==> src/hdl/pbchs_pkg.sv <==
// shared types and constants for the partition block to chs translator
// no dependencies; imported by every module under hdl except pbchs_div
package pbchs_pkg;

    localparam int ENTRIES_PER_DRIVE = 5;
    localparam int DRIVES_DEF        = 2;
    localparam int SPB_DEF           = 2;
    localparam int QUEUE_DEPTH_DEF   = 4;

    localparam int SECT_W    = 35;
    localparam int DIV_STEPS = 4;
    localparam int SPT_W     = 6;
    localparam int HEADS_W   = 5;
    localparam int HEAD_W    = 4;
    localparam int CYL_W     = 16;
    localparam int CFG_ADDR_W = 4;
    localparam int APB_DATA_W = 32;

    localparam logic [7:0]         DH_BASE      = 8'hA0;
    localparam logic [HEADS_W-1:0] HEADS_MAX    = 5'd16;

    localparam logic MODE_LOAD  = 1'b0;
    localparam logic MODE_XLATE = 1'b1;

    typedef enum logic [2:0] {
        ST_OK           = 3'd0,
        ST_BAD_INDEX    = 3'd1,
        ST_DISABLED     = 3'd2,
        ST_BEYOND_END   = 3'd3,
        ST_CYL_OVERFLOW = 3'd4,
        ST_LOADED       = 3'd5
    } pbchs_status_t;

    typedef enum logic [1:0] {
        CFG_SPT0   = 2'd0,
        CFG_HEADS0 = 2'd1,
        CFG_SPT1   = 2'd2,
        CFG_HEADS1 = 2'd3
    } pbchs_cfg_idx_t;

    typedef struct packed {
        logic        mode;
        logic [3:0]  part_index;
        logic        write_flag;
        logic [30:0] block_number;
        logic [31:0] entry_start;
        logic [31:0] entry_count;
        logic        entry_enable;
    } pbchs_in_t;

    typedef struct packed {
        pbchs_status_t status;
        logic          command;
        logic          drive;
        logic [5:0]    sector;
        logic [3:0]    head;
        logic [15:0]   cylinder;
        logic [7:0]    drive_head_byte;
    } pbchs_out_t;

    typedef struct packed {
        logic [SPT_W-1:0]   spt0;
        logic [HEADS_W-1:0] heads0;
        logic [SPT_W-1:0]   spt1;
        logic [HEADS_W-1:0] heads1;
    } pbchs_cfg_t;

    typedef struct packed {
        pbchs_status_t     status;
        logic              write_flag;
        logic              drive;
        logic [SECT_W-1:0] scaled;
        logic [31:0]       start;
    } pbchs_job_t;

    typedef struct packed {
        pbchs_status_t      status;
        logic               write_flag;
        logic               drive;
        logic [HEADS_W-1:0] heads;
    } pbchs_side1_t;

    typedef struct packed {
        pbchs_status_t    status;
        logic             write_flag;
        logic             drive;
        logic [SPT_W-1:0] sector;
    } pbchs_side2_t;

endpackage

==> src/hdl/pbchs_div.sv <==
// pipelined restoring divider, up to K quotient bits per stage, sideband carried along
// depends on nothing; used twice by pbchs_back
module pbchs_div #(
    parameter int W      = 35,
    parameter int DW     = 6,
    parameter int K      = 4,
    parameter int SIDE_W = 8
) (
    input  logic              aclk,
    input  logic              aresetn,
    input  logic              en,
    input  logic              in_valid,
    input  logic [W-1:0]      in_dividend,
    input  logic [DW-1:0]     in_divisor,
    input  logic [SIDE_W-1:0] in_side,
    output logic              out_valid,
    output logic [W-1:0]      out_quot,
    output logic [DW-1:0]     out_rem,
    output logic [SIDE_W-1:0] out_side
);

    localparam int S = (W + K - 1) / K;

    logic              valid_reg [S];
    logic [W-1:0]      quot_reg  [S];
    logic [DW-1:0]     rem_reg   [S];
    logic [DW-1:0]     dvs_reg   [S];
    logic [SIDE_W-1:0] side_reg  [S];

    genvar s;
    generate
        for (s = 0; s < S; s++) begin : g_stage
            localparam int NSTEP = (W - s * K < K) ? (W - s * K) : K;

            logic              valid_in;
            logic [W-1:0]      quot_in;
            logic [DW-1:0]     rem_in;
            logic [DW-1:0]     dvs_in;
            logic [SIDE_W-1:0] side_in;
            logic [W-1:0]      quot_next;
            logic [DW-1:0]     rem_next;
            logic [DW:0]       trial;

            if (s == 0) begin : g_first
                assign valid_in = in_valid;
                assign quot_in  = in_dividend;
                assign rem_in   = '0;
                assign dvs_in   = in_divisor;
                assign side_in  = in_side;
            end else begin : g_rest
                assign valid_in = valid_reg[s-1];
                assign quot_in  = quot_reg[s-1];
                assign rem_in   = rem_reg[s-1];
                assign dvs_in   = dvs_reg[s-1];
                assign side_in  = side_reg[s-1];
            end

            always_comb begin
                quot_next = quot_in;
                rem_next  = rem_in;
                trial     = '0;
                for (int j = 0; j < NSTEP; j++) begin
                    trial     = {rem_next, quot_next[W-1]};
                    quot_next = {quot_next[W-2:0], 1'b0};
                    if (trial >= {1'b0, dvs_in}) begin
                        trial        = trial - {1'b0, dvs_in};
                        quot_next[0] = 1'b1;
                    end
                    rem_next = trial[DW-1:0];
                end
            end

            always_ff @(posedge aclk) begin
                if (!aresetn) begin
                    valid_reg[s] <= 1'b0;
                end else if (en) begin
                    valid_reg[s] <= valid_in;
                end
            end

            always_ff @(posedge aclk) begin
                if (en) begin
                    quot_reg[s] <= quot_next;
                    rem_reg[s]  <= rem_next;
                    dvs_reg[s]  <= dvs_in;
                    side_reg[s] <= side_in;
                end
            end
        end
    endgenerate

    assign out_valid = valid_reg[S-1];
    assign out_quot  = quot_reg[S-1];
    assign out_rem   = rem_reg[S-1];
    assign out_side  = side_reg[S-1];

endmodule

==> src/hdl/pbchs_front.sv <==
// front end: partition table, item accept and classification into jobs
// depends on pbchs_pkg
module pbchs_front import pbchs_pkg::*; #(
    parameter int DRIVES = DRIVES_DEF,
    parameter int SPB    = SPB_DEF
) (
    input  logic       aclk,
    input  logic       aresetn,
    input  logic       s_valid,
    output logic       s_ready,
    input  pbchs_in_t  s_data,
    input  logic       q_ready,
    output logic       q_push,
    output pbchs_job_t q_data
);

    localparam int DEPTH = ENTRIES_PER_DRIVE * DRIVES;
    localparam int IDX_W = $clog2(DEPTH);

    logic [31:0]      start_reg [DEPTH];
    logic [31:0]      count_reg [DEPTH];
    logic [DEPTH-1:0] enable_reg;

    logic              idx_ok;
    logic [IDX_W-1:0]  idx;
    logic [SECT_W-1:0] scaled;
    logic [SECT_W-1:0] end_sum;
    logic              beyond;
    logic              load_we;

    assign s_ready = q_ready;
    assign q_push  = s_valid && q_ready;

    assign idx_ok  = s_data.part_index < 4'(DEPTH);
    assign idx     = s_data.part_index[IDX_W-1:0];
    assign scaled  = SECT_W'(s_data.block_number) * SECT_W'(SPB);
    assign end_sum = scaled + SECT_W'(SPB);
    assign load_we = q_push && idx_ok && (s_data.mode == MODE_LOAD);

    always_comb begin
        q_data.write_flag = s_data.write_flag;
        q_data.drive      = s_data.part_index >= 4'(ENTRIES_PER_DRIVE);
        q_data.scaled     = scaled;
        q_data.start      = '0;
        beyond            = 1'b0;
        if (!idx_ok) begin
            q_data.status = ST_BAD_INDEX;
        end else if (s_data.mode == MODE_LOAD) begin
            q_data.status = ST_LOADED;
        end else if (!enable_reg[idx]) begin
            q_data.status = ST_DISABLED;
        end else begin
            beyond        = end_sum > SECT_W'(count_reg[idx]);
            q_data.start  = start_reg[idx];
            q_data.status = beyond ? ST_BEYOND_END : ST_OK;
        end
    end

    always_ff @(posedge aclk) begin
        if (!aresetn) begin
            enable_reg <= '0;
        end else if (load_we) begin
            enable_reg[idx] <= s_data.entry_enable;
        end
    end

    always_ff @(posedge aclk) begin
        if (load_we) begin
            start_reg[idx] <= s_data.entry_start;
            count_reg[idx] <= s_data.entry_count;
        end
    end

endmodule

==> src/hdl/pbchs_fifo.sv <==
// short job queue between front and back ends
// depends on pbchs_pkg
module pbchs_fifo import pbchs_pkg::*; #(
    parameter int DEPTH = QUEUE_DEPTH_DEF
) (
    input  logic       aclk,
    input  logic       aresetn,
    input  logic       push,
    input  pbchs_job_t push_data,
    output logic       push_ready,
    input  logic       pop,
    output logic       head_valid,
    output pbchs_job_t head_data
);

    localparam int PTR_W = $clog2(DEPTH);
    localparam int CNT_W = $clog2(DEPTH + 1);

    pbchs_job_t       mem_reg [DEPTH];
    logic [PTR_W-1:0] wptr_reg, wptr_next;
    logic [PTR_W-1:0] rptr_reg, rptr_next;
    logic [CNT_W-1:0] cnt_reg, cnt_next;
    logic             do_push, do_pop;

    assign push_ready = cnt_reg != CNT_W'(DEPTH);
    assign head_valid = cnt_reg != '0;
    assign head_data  = mem_reg[rptr_reg];
    assign do_push    = push && push_ready;
    assign do_pop     = pop && head_valid;

    always_comb begin
        wptr_next = wptr_reg;
        rptr_next = rptr_reg;
        cnt_next  = cnt_reg;
        if (do_push) begin
            wptr_next = (wptr_reg == PTR_W'(DEPTH - 1)) ? '0 : wptr_reg + 1'b1;
        end
        if (do_pop) begin
            rptr_next = (rptr_reg == PTR_W'(DEPTH - 1)) ? '0 : rptr_reg + 1'b1;
        end
        if (do_push && !do_pop) begin
            cnt_next = cnt_reg + 1'b1;
        end else if (do_pop && !do_push) begin
            cnt_next = cnt_reg - 1'b1;
        end
    end

    always_ff @(posedge aclk) begin
        if (!aresetn) begin
            wptr_reg <= '0;
            rptr_reg <= '0;
            cnt_reg  <= '0;
        end else begin
            wptr_reg <= wptr_next;
            rptr_reg <= rptr_next;
            cnt_reg  <= cnt_next;
        end
    end

    always_ff @(posedge aclk) begin
        if (do_push) begin
            mem_reg[wptr_reg] <= push_data;
        end
    end

endmodule

==> src/hdl/pbchs_back.sv <==
// back end: start add, two pipelined divisions and the result register
// depends on pbchs_pkg and pbchs_div
module pbchs_back import pbchs_pkg::*; (
    input  logic       aclk,
    input  logic       aresetn,
    input  logic       q_valid,
    input  pbchs_job_t q_data,
    output logic       q_pop,
    input  pbchs_cfg_t cfg,
    output logic       m_valid,
    input  logic       m_ready,
    output pbchs_out_t m_data
);

    localparam int SIDE1_W = $bits(pbchs_side1_t);
    localparam int SIDE2_W = $bits(pbchs_side2_t);

    logic en;

    logic               a_valid_reg;
    logic [SECT_W-1:0]  a_sect_reg;
    logic [SPT_W-1:0]   a_spt_reg;
    pbchs_side1_t       a_side_reg;
    logic [SPT_W-1:0]   spt_raw, spt_eff;
    logic [HEADS_W-1:0] heads_raw, heads_eff;
    pbchs_side1_t       a_side_next;

    logic               d1_valid;
    logic [SECT_W-1:0]  d1_quot;
    logic [SPT_W-1:0]   d1_rem;
    logic [SIDE1_W-1:0] d1_side_bits;
    pbchs_side1_t       d1_side;
    pbchs_side2_t       d2_side_in;

    logic               d2_valid;
    logic [SECT_W-1:0]  d2_quot;
    logic [HEADS_W-1:0] d2_rem;
    logic [SIDE2_W-1:0] d2_side_bits;
    pbchs_side2_t       d2_side;

    logic               m_valid_reg;
    pbchs_out_t         m_data_reg, m_data_next;
    logic [HEAD_W-1:0]  head;

    assign en    = !m_valid_reg || m_ready;
    assign q_pop = en && q_valid;

    always_comb begin
        spt_raw   = q_data.drive ? cfg.spt1 : cfg.spt0;
        heads_raw = q_data.drive ? cfg.heads1 : cfg.heads0;
        spt_eff   = (spt_raw == '0) ? SPT_W'(1) : spt_raw;
        if (heads_raw == '0) begin
            heads_eff = HEADS_W'(1);
        end else if (heads_raw > HEADS_MAX) begin
            heads_eff = HEADS_MAX;
        end else begin
            heads_eff = heads_raw;
        end
        a_side_next.status     = q_data.status;
        a_side_next.write_flag = q_data.write_flag;
        a_side_next.drive      = q_data.drive;
        a_side_next.heads      = heads_eff;
    end

    always_ff @(posedge aclk) begin
        if (!aresetn) begin
            a_valid_reg <= 1'b0;
        end else if (en) begin
            a_valid_reg <= q_valid;
        end
    end

    always_ff @(posedge aclk) begin
        if (en) begin
            a_sect_reg <= q_data.scaled + SECT_W'(q_data.start);
            a_spt_reg  <= spt_eff;
            a_side_reg <= a_side_next;
        end
    end

    pbchs_div #(
        .W      (SECT_W),
        .DW     (SPT_W),
        .K      (DIV_STEPS),
        .SIDE_W (SIDE1_W)
    ) u_div_track (
        .aclk        (aclk),
        .aresetn     (aresetn),
        .en          (en),
        .in_valid    (a_valid_reg),
        .in_dividend (a_sect_reg),
        .in_divisor  (a_spt_reg),
        .in_side     (a_side_reg),
        .out_valid   (d1_valid),
        .out_quot    (d1_quot),
        .out_rem     (d1_rem),
        .out_side    (d1_side_bits)
    );

    assign d1_side = pbchs_side1_t'(d1_side_bits);

    always_comb begin
        d2_side_in.status     = d1_side.status;
        d2_side_in.write_flag = d1_side.write_flag;
        d2_side_in.drive      = d1_side.drive;
        d2_side_in.sector     = d1_rem + SPT_W'(1);
    end

    pbchs_div #(
        .W      (SECT_W),
        .DW     (HEADS_W),
        .K      (DIV_STEPS),
        .SIDE_W (SIDE2_W)
    ) u_div_cyl (
        .aclk        (aclk),
        .aresetn     (aresetn),
        .en          (en),
        .in_valid    (d1_valid),
        .in_dividend (d1_quot),
        .in_divisor  (d1_side.heads),
        .in_side     (d2_side_in),
        .out_valid   (d2_valid),
        .out_quot    (d2_quot),
        .out_rem     (d2_rem),
        .out_side    (d2_side_bits)
    );

    assign d2_side = pbchs_side2_t'(d2_side_bits);
    assign head    = d2_rem[HEAD_W-1:0];

    always_comb begin
        m_data_next.status          = d2_side.status;
        m_data_next.command         = 1'b0;
        m_data_next.drive           = 1'b0;
        m_data_next.sector          = '0;
        m_data_next.head            = '0;
        m_data_next.cylinder        = '0;
        m_data_next.drive_head_byte = DH_BASE;
        if (d2_side.status == ST_OK) begin
            m_data_next.status          = (d2_quot[SECT_W-1:CYL_W] != '0) ?
                                          ST_CYL_OVERFLOW : ST_OK;
            m_data_next.command         = d2_side.write_flag;
            m_data_next.drive           = d2_side.drive;
            m_data_next.sector          = d2_side.sector;
            m_data_next.head            = head;
            m_data_next.cylinder        = d2_quot[CYL_W-1:0];
            m_data_next.drive_head_byte = DH_BASE | {3'b000, d2_side.drive, 4'b0000}
                                          | {4'b0000, head};
        end
    end

    always_ff @(posedge aclk) begin
        if (!aresetn) begin
            m_valid_reg <= 1'b0;
        end else if (en) begin
            m_valid_reg <= d2_valid;
        end
    end

    always_ff @(posedge aclk) begin
        if (en) begin
            m_data_reg <= m_data_next;
        end
    end

    assign m_valid = m_valid_reg;
    assign m_data  = m_data_reg;

endmodule

==> src/hdl/partition_block_to_chs.sv <==
// top level: block request to cylinder/head/sector translation, apb register file
// depends on pbchs_pkg, pbchs_front, pbchs_fifo, pbchs_back
//
//   port group   dir   handshake               beat
//   s_*          in    s_valid / s_ready       one load or translate request
//   m_*          out   m_valid / m_ready       one status/chs result
//   apb          in    psel, penable, pready   one register write or read
//
// one beat per cycle in and out when neither side stalls
// result path: queue write, start add, two 9-stage dividers, result register
// the divider pipelines advance together and hold while a result waits on m_ready
// the job queue lets requests keep arriving while the back end holds
// reset clears the queue, pipeline valids and entry enables
// reset sets the divisor registers to 63 sectors and 16 heads
module partition_block_to_chs import pbchs_pkg::*; #(
    parameter int DRIVES            = DRIVES_DEF,
    parameter int SECTORS_PER_BLOCK = SPB_DEF,
    parameter int QUEUE_DEPTH       = QUEUE_DEPTH_DEF
) (
    input  logic                  aclk,
    input  logic                  aresetn,
    input  logic                  s_valid,
    output logic                  s_ready,
    input  pbchs_in_t             s_data,
    output logic                  m_valid,
    input  logic                  m_ready,
    output pbchs_out_t            m_data,
    input  logic                  psel,
    input  logic                  penable,
    input  logic                  pwrite,
    input  logic [CFG_ADDR_W-1:0] paddr,
    input  logic [APB_DATA_W-1:0] pwdata,
    output logic [APB_DATA_W-1:0] prdata,
    output logic                  pready
);

    pbchs_cfg_t     cfg_reg, cfg_next;
    pbchs_cfg_idx_t cfg_idx;
    logic           cfg_we;

    logic       q_push, q_ready, q_pop, q_valid;
    pbchs_job_t q_in, q_out;

    assign pready  = 1'b1;
    assign cfg_idx = pbchs_cfg_idx_t'(paddr[3:2]);
    assign cfg_we  = psel && penable && pwrite && pready;

    always_comb begin
        cfg_next = cfg_reg;
        if (cfg_we) begin
            case (cfg_idx)
                CFG_SPT0:   cfg_next.spt0   = pwdata[SPT_W-1:0];
                CFG_HEADS0: cfg_next.heads0 = pwdata[HEADS_W-1:0];
                CFG_SPT1:   cfg_next.spt1   = pwdata[SPT_W-1:0];
                CFG_HEADS1: cfg_next.heads1 = pwdata[HEADS_W-1:0];
                default:    cfg_next = cfg_reg;
            endcase
        end
    end

    always_comb begin
        case (cfg_idx)
            CFG_SPT0:   prdata = APB_DATA_W'(cfg_reg.spt0);
            CFG_HEADS0: prdata = APB_DATA_W'(cfg_reg.heads0);
            CFG_SPT1:   prdata = APB_DATA_W'(cfg_reg.spt1);
            CFG_HEADS1: prdata = APB_DATA_W'(cfg_reg.heads1);
            default:    prdata = '0;
        endcase
    end

    always_ff @(posedge aclk) begin
        if (!aresetn) begin
            cfg_reg.spt0   <= SPT_W'(63);
            cfg_reg.heads0 <= HEADS_MAX;
            cfg_reg.spt1   <= SPT_W'(63);
            cfg_reg.heads1 <= HEADS_MAX;
        end else begin
            cfg_reg <= cfg_next;
        end
    end

    pbchs_front #(
        .DRIVES (DRIVES),
        .SPB    (SECTORS_PER_BLOCK)
    ) u_front (
        .aclk    (aclk),
        .aresetn (aresetn),
        .s_valid (s_valid),
        .s_ready (s_ready),
        .s_data  (s_data),
        .q_ready (q_ready),
        .q_push  (q_push),
        .q_data  (q_in)
    );

    pbchs_fifo #(
        .DEPTH (QUEUE_DEPTH)
    ) u_fifo (
        .aclk       (aclk),
        .aresetn    (aresetn),
        .push       (q_push),
        .push_data  (q_in),
        .push_ready (q_ready),
        .pop        (q_pop),
        .head_valid (q_valid),
        .head_data  (q_out)
    );

    pbchs_back u_back (
        .aclk    (aclk),
        .aresetn (aresetn),
        .q_valid (q_valid),
        .q_data  (q_out),
        .q_pop   (q_pop),
        .cfg     (cfg_reg),
        .m_valid (m_valid),
        .m_ready (m_ready),
        .m_data  (m_data)
    );

endmodule

==> config.mk <==
export PLATFORM = sky130hd
export DESIGN_NAME = partition_block_to_chs
export DESIGN_NICKNAME = d
export VERILOG_FILES = /design/src/hdl/pbchs_pkg.sv /design/src/hdl/pbchs_div.sv /design/src/hdl/pbchs_front.sv /design/src/hdl/pbchs_fifo.sv /design/src/hdl/pbchs_back.sv /design/src/hdl/partition_block_to_chs.sv
export SDC_FILE = /design/constraint.sdc
export NUM_CORES = 2
export LEC_CHECK = 0
export BUFFER_PORTS_ARGS = -buffer_cell sky130_fd_sc_hd__buf_2
export CAP_MARGIN = 10
export CORE_ASPECT_RATIO = 1.5
export CORE_MARGIN = 8
export CORE_UTILIZATION = 40
export DETAILED_ROUTE_END_ITERATION = 8
export GPL_TIMING_DRIVEN = 0
export SLEW_MARGIN = 5
export SYNTH_ARGS = -nofsm -noshare
export SYNTH_HDL_FRONTEND = slang
export SYNTH_SLANG_ARGS = --single-unit
export TNS_END_PERCENT = 5
==> constraint.sdc <==
create_clock -name aclk -period 76.9 [get_ports aclk]
set_input_delay 7.69 -clock aclk [delete_from_list [all_inputs] [get_ports aclk]]
set_output_delay 7.69 -clock aclk [all_outputs]
set_load 0.02 [all_outputs]
==> metrics.cfg <==
[outcome]
outcome = complete, no violations

[floorplan]
number_of_standard_cell_rows_in_the_floorplan = 215
fp.dieH_um = 602
io_pins = 219
core_region_area_mm2 = 0.228
design.die.area_mm2 = 0.245
start_util = 0.401
die_x_um = 407

[synthesis]
postSynth.topFlopCell = sky130_fd_sc_hd__edfxtp_1
synth_compound_area_frac = 0.0699
xor_xnor_fraction_of_synth_area = 0.0212
ys_seq_area_frac = 0.669
combinational_family_with_the_most_area_after_synthesis = multiplexers
synthArstFlopShare = 0
ys_seq_elements = 2058
synth-warning-count = 0
synth.cell_area_mm2 = 0.0917
synth_cell_type_count = 88
synth.area.mux_share = 0.0847
postSynthAreaPerCell_um2 = 15.9
netlist_instances = 5780
count_of_flip_flops_with_a_built_in_enable_after_synthesis = 2013
synth_adder_area_share = 0.0763
synth_simple_gate_area_frac = 0.0542

[power_and_ir_drop]
report.power.total_uw = 4900
power.static_leakage_uw = 0.0391
peakVddDrop_mv = 0.0390
powerDensity_mw_per_mm2 = 47.1

[sta]
fmaxAchievable_ghz = 0.0601
hold_viol = 0
finalSetupViolations = 0
worst-slew-pin-transition_ns = 1.18
finalHoldWorstSlack_ns = 0.358
worst_slew_margin_rel = 0.210
finalCriticalPeriod_ns = 16.63
timing_max_transition_violations_final = 0
final.setup.tns_ns = 0
finalWorstSetupSlack_ns = 60.27
timing.clock.skew_ns = 0.0979
grt_setup_unrepaired = no
post-route-period-util = 0.216

[clocking]
clock-root-buffer = sky130_fd_sc_hd__clkbuf_16
tritoncts = yes
latest_clock_arrival_within_the_worst_skew_pair_ns = 0.89
cts_hold_buffers = 0
clock_tree.htree_level_count = 4
clk_pin_slew_ns = 0.06
cts.sinks = 2058
post_cts_resized = 0
clock_path_buffers = 4
cts_inserted_buffers = 201
cts_setup_buffers = 0

[worst_setup_path]
required_arrival_time_at_the_worst_endpoint_ns = 69.21
critPathMaxStageDelay_ns = 0.61
cp-start-kind = input pin
timing_worst_setup_path_type = in -> out
critical_path.slowest_cell = sky130_fd_sc_hd__mux4_2
crit_path_cell_trace = clkbuf_1, mux4_2, buf_2
number_of_cell_instances_on_the_worst_register_to_register_path = 38
worst-path-max-fanout = 10
data_arrival_time_at_the_worst_slack_endpoint_ns = 8.94
worst_setup_path_end_kind = primary output

[cells_and_area]
n_fill_cell = 19800
drive_gt1_frac = 0.153
area.growth.synth_to_final_pct = 13.6
final_area_mm2 = 0.104
num-nets-final = 6916

[global_routing]
number_of_antenna_violations_at_the_first_check_in_global_routing = 46
first_global_vias = 50600
grt_first_pass_wirelength_mm = 277
grt_start_max_net_pins = 69
global_route.usage.total = 0.142
grt.overflow.total = 0

[run]
cap_violations = 0

[placement]
dpl-instance-area_mm2 = 0.0978
place_congestion = 0.828
post-dp-hpwl_mm = 128
port_buffers = 156
post-place-ws_ns = 60.27

[route]
dr_total_vias = 48800
average_wire_per_standard_cell_um = 18.8
viasPerCell = 5.16
finalWirelength_mm = 178
post-route-drc-count = 0
final_antenna_net_count = 0
drt_iter0_drc = 2439
drt_pre_antenna_iters = 5

[hold_path]
holdPathStages = 0
worst_hold_path_type = reg -> reg

layer usage:
metal  GRT usage  wire [um]  vias up
li1            -          -    23200
met1       0.151      65900    24300
met2       0.269      95500      887
met3      0.0307       8810      444
met4      0.0568       7640       46
met5           0        286        -
cell type report:
class	count	area [um2]	share of cell area
Buffer	141	671	0.00644
Sequential cell	2058	61300	0.589
Inverter	417	1570	0.0150
Timing Repair Buffer	240	2080	0.0199
Clock buffer	251	5340	0.0513
Antenna cell	19	47.5	0.000456
Multi-Input combinational cell	3194	28300	0.272
Tap cell	3038	3800	0.0365
Clock inverter	107	1010	0.00968
through the flow:
stage               cells   util
finish               9465  0.456
CTS                  9445  0.456
detailed placement   9087  0.428
global placement     9004  0.422
floorplan            5810      -
global route         9451  0.456
path summary, 6_finish.rpt:
path | to | from | slack [ns]
hold / removal | u_back.u_div_track.quot_reg[0][125] | u_back.u_div_track.quot_reg[0][86] | 0.36
hold reg to reg | u_back.u_div_track.quot_reg[0][125] | u_back.u_div_track.quot_reg[0][86] | 0.36
setup / recovery | prdata[1] | paddr[2] | 60.27
setup reg to reg | u_back.u_div_track.rem_reg[0][33] | u_back.u_div_track.dvs_reg[0][25] | 66.65
report_power, final:
part           switching [uW]  internal (uW)
clock network             413            541
logic                    1220           1020
registers                74.7           1640
total                    1710           3190
synthesized netlist by cell type, types with 65 or more instances:
library cell               count  area [um2]
sky130_fd_sc_hd__clkbuf_1     66         248
sky130_fd_sc_hd__o21ai_0     223        1120
sky130_fd_sc_hd__nand2_1     249         935
sky130_fd_sc_hd__xnor2_1     157        1380
sky130_fd_sc_hd__a21o_1      108         811
sky130_fd_sc_hd__nor2_1      175         657
sky130_fd_sc_hd__a21oi_1     210        1050
sky130_fd_sc_hd__nand3_1      69         345
sky130_fd_sc_hd__edfxtp_1   2013       60400
sky130_fd_sc_hd__inv_1       415        1560
sky130_fd_sc_hd__fa_1         69        1380
sky130_fd_sc_hd__a211oi_1     80         601
sky130_fd_sc_hd__mux2_2      140        1580
sky130_fd_sc_hd__mux2i_1     160        1600
sky130_fd_sc_hd__ha_1        449        5620
sky130_fd_sc_hd__xor2_1       65         569
sky130_fd_sc_hd__nor2b_1     147         920
sky130_fd_sc_hd__mux4_2      203        4570
worst max-delay path: cells and delay by family:
kind | cells | cell delay (ns)
buf+inv | 2 | 0.63
mux | 1 | 0.61
layout by cell type, fill, tap and decap left out, types with 24 or more instances in the layout:
cell type and count:
sky130_fd_sc_hd__and2_1 56, sky130_fd_sc_hd__o21a_1 48, sky130_fd_sc_hd__a21oi_1 210, sky130_fd_sc_hd__nand3_1 69, sky130_fd_sc_hd__and3_1 60, sky130_fd_sc_hd__o21ai_0 223
sky130_fd_sc_hd__nand4_1 42, sky130_fd_sc_hd__a21o_1 108, sky130_fd_sc_hd__a21boi_0 37, sky130_fd_sc_hd__conb_1 32, sky130_fd_sc_hd__a221o_1 28, sky130_fd_sc_hd__ha_1 449
sky130_fd_sc_hd__inv_1 415, sky130_fd_sc_hd__edfxtp_1 2013, sky130_fd_sc_hd__xor2_1 65, sky130_fd_sc_hd__fa_1 69, sky130_fd_sc_hd__buf_16 24, sky130_fd_sc_hd__clkinv_2 36
sky130_fd_sc_hd__buf_2 162, sky130_fd_sc_hd__clkbuf_16 203, sky130_fd_sc_hd__dfxtp_1 45, sky130_fd_sc_hd__nor2_1 170, sky130_fd_sc_hd__nor3_1 30, sky130_fd_sc_hd__xnor2_1 157
sky130_fd_sc_hd__clkinv_1 26, sky130_fd_sc_hd__mux2i_1 160, sky130_fd_sc_hd__mux2_2 140, sky130_fd_sc_hd__buf_4 72, sky130_fd_sc_hd__clkbuf_1 105, sky130_fd_sc_hd__a211oi_1 80
sky130_fd_sc_hd__nand2b_1 46, sky130_fd_sc_hd__nand2_1 249, sky130_fd_sc_hd__mux4_2 203, sky130_fd_sc_hd__nor2b_1 147, sky130_fd_sc_hd__buf_1 35, sky130_fd_sc_hd__a221oi_1 27
cells by family after synthesis:
kind of cell | after synthesis
DFF | 2058
AOI/OAI and AO/OA | 947
buffers and inverters | 558
and+or+nand+nor | 971
xor gates and xnor gates | 222
muxes | 504
other | 2
adders and majority gates | 518
Note: power is estimated with default switching activity, not from simulation.
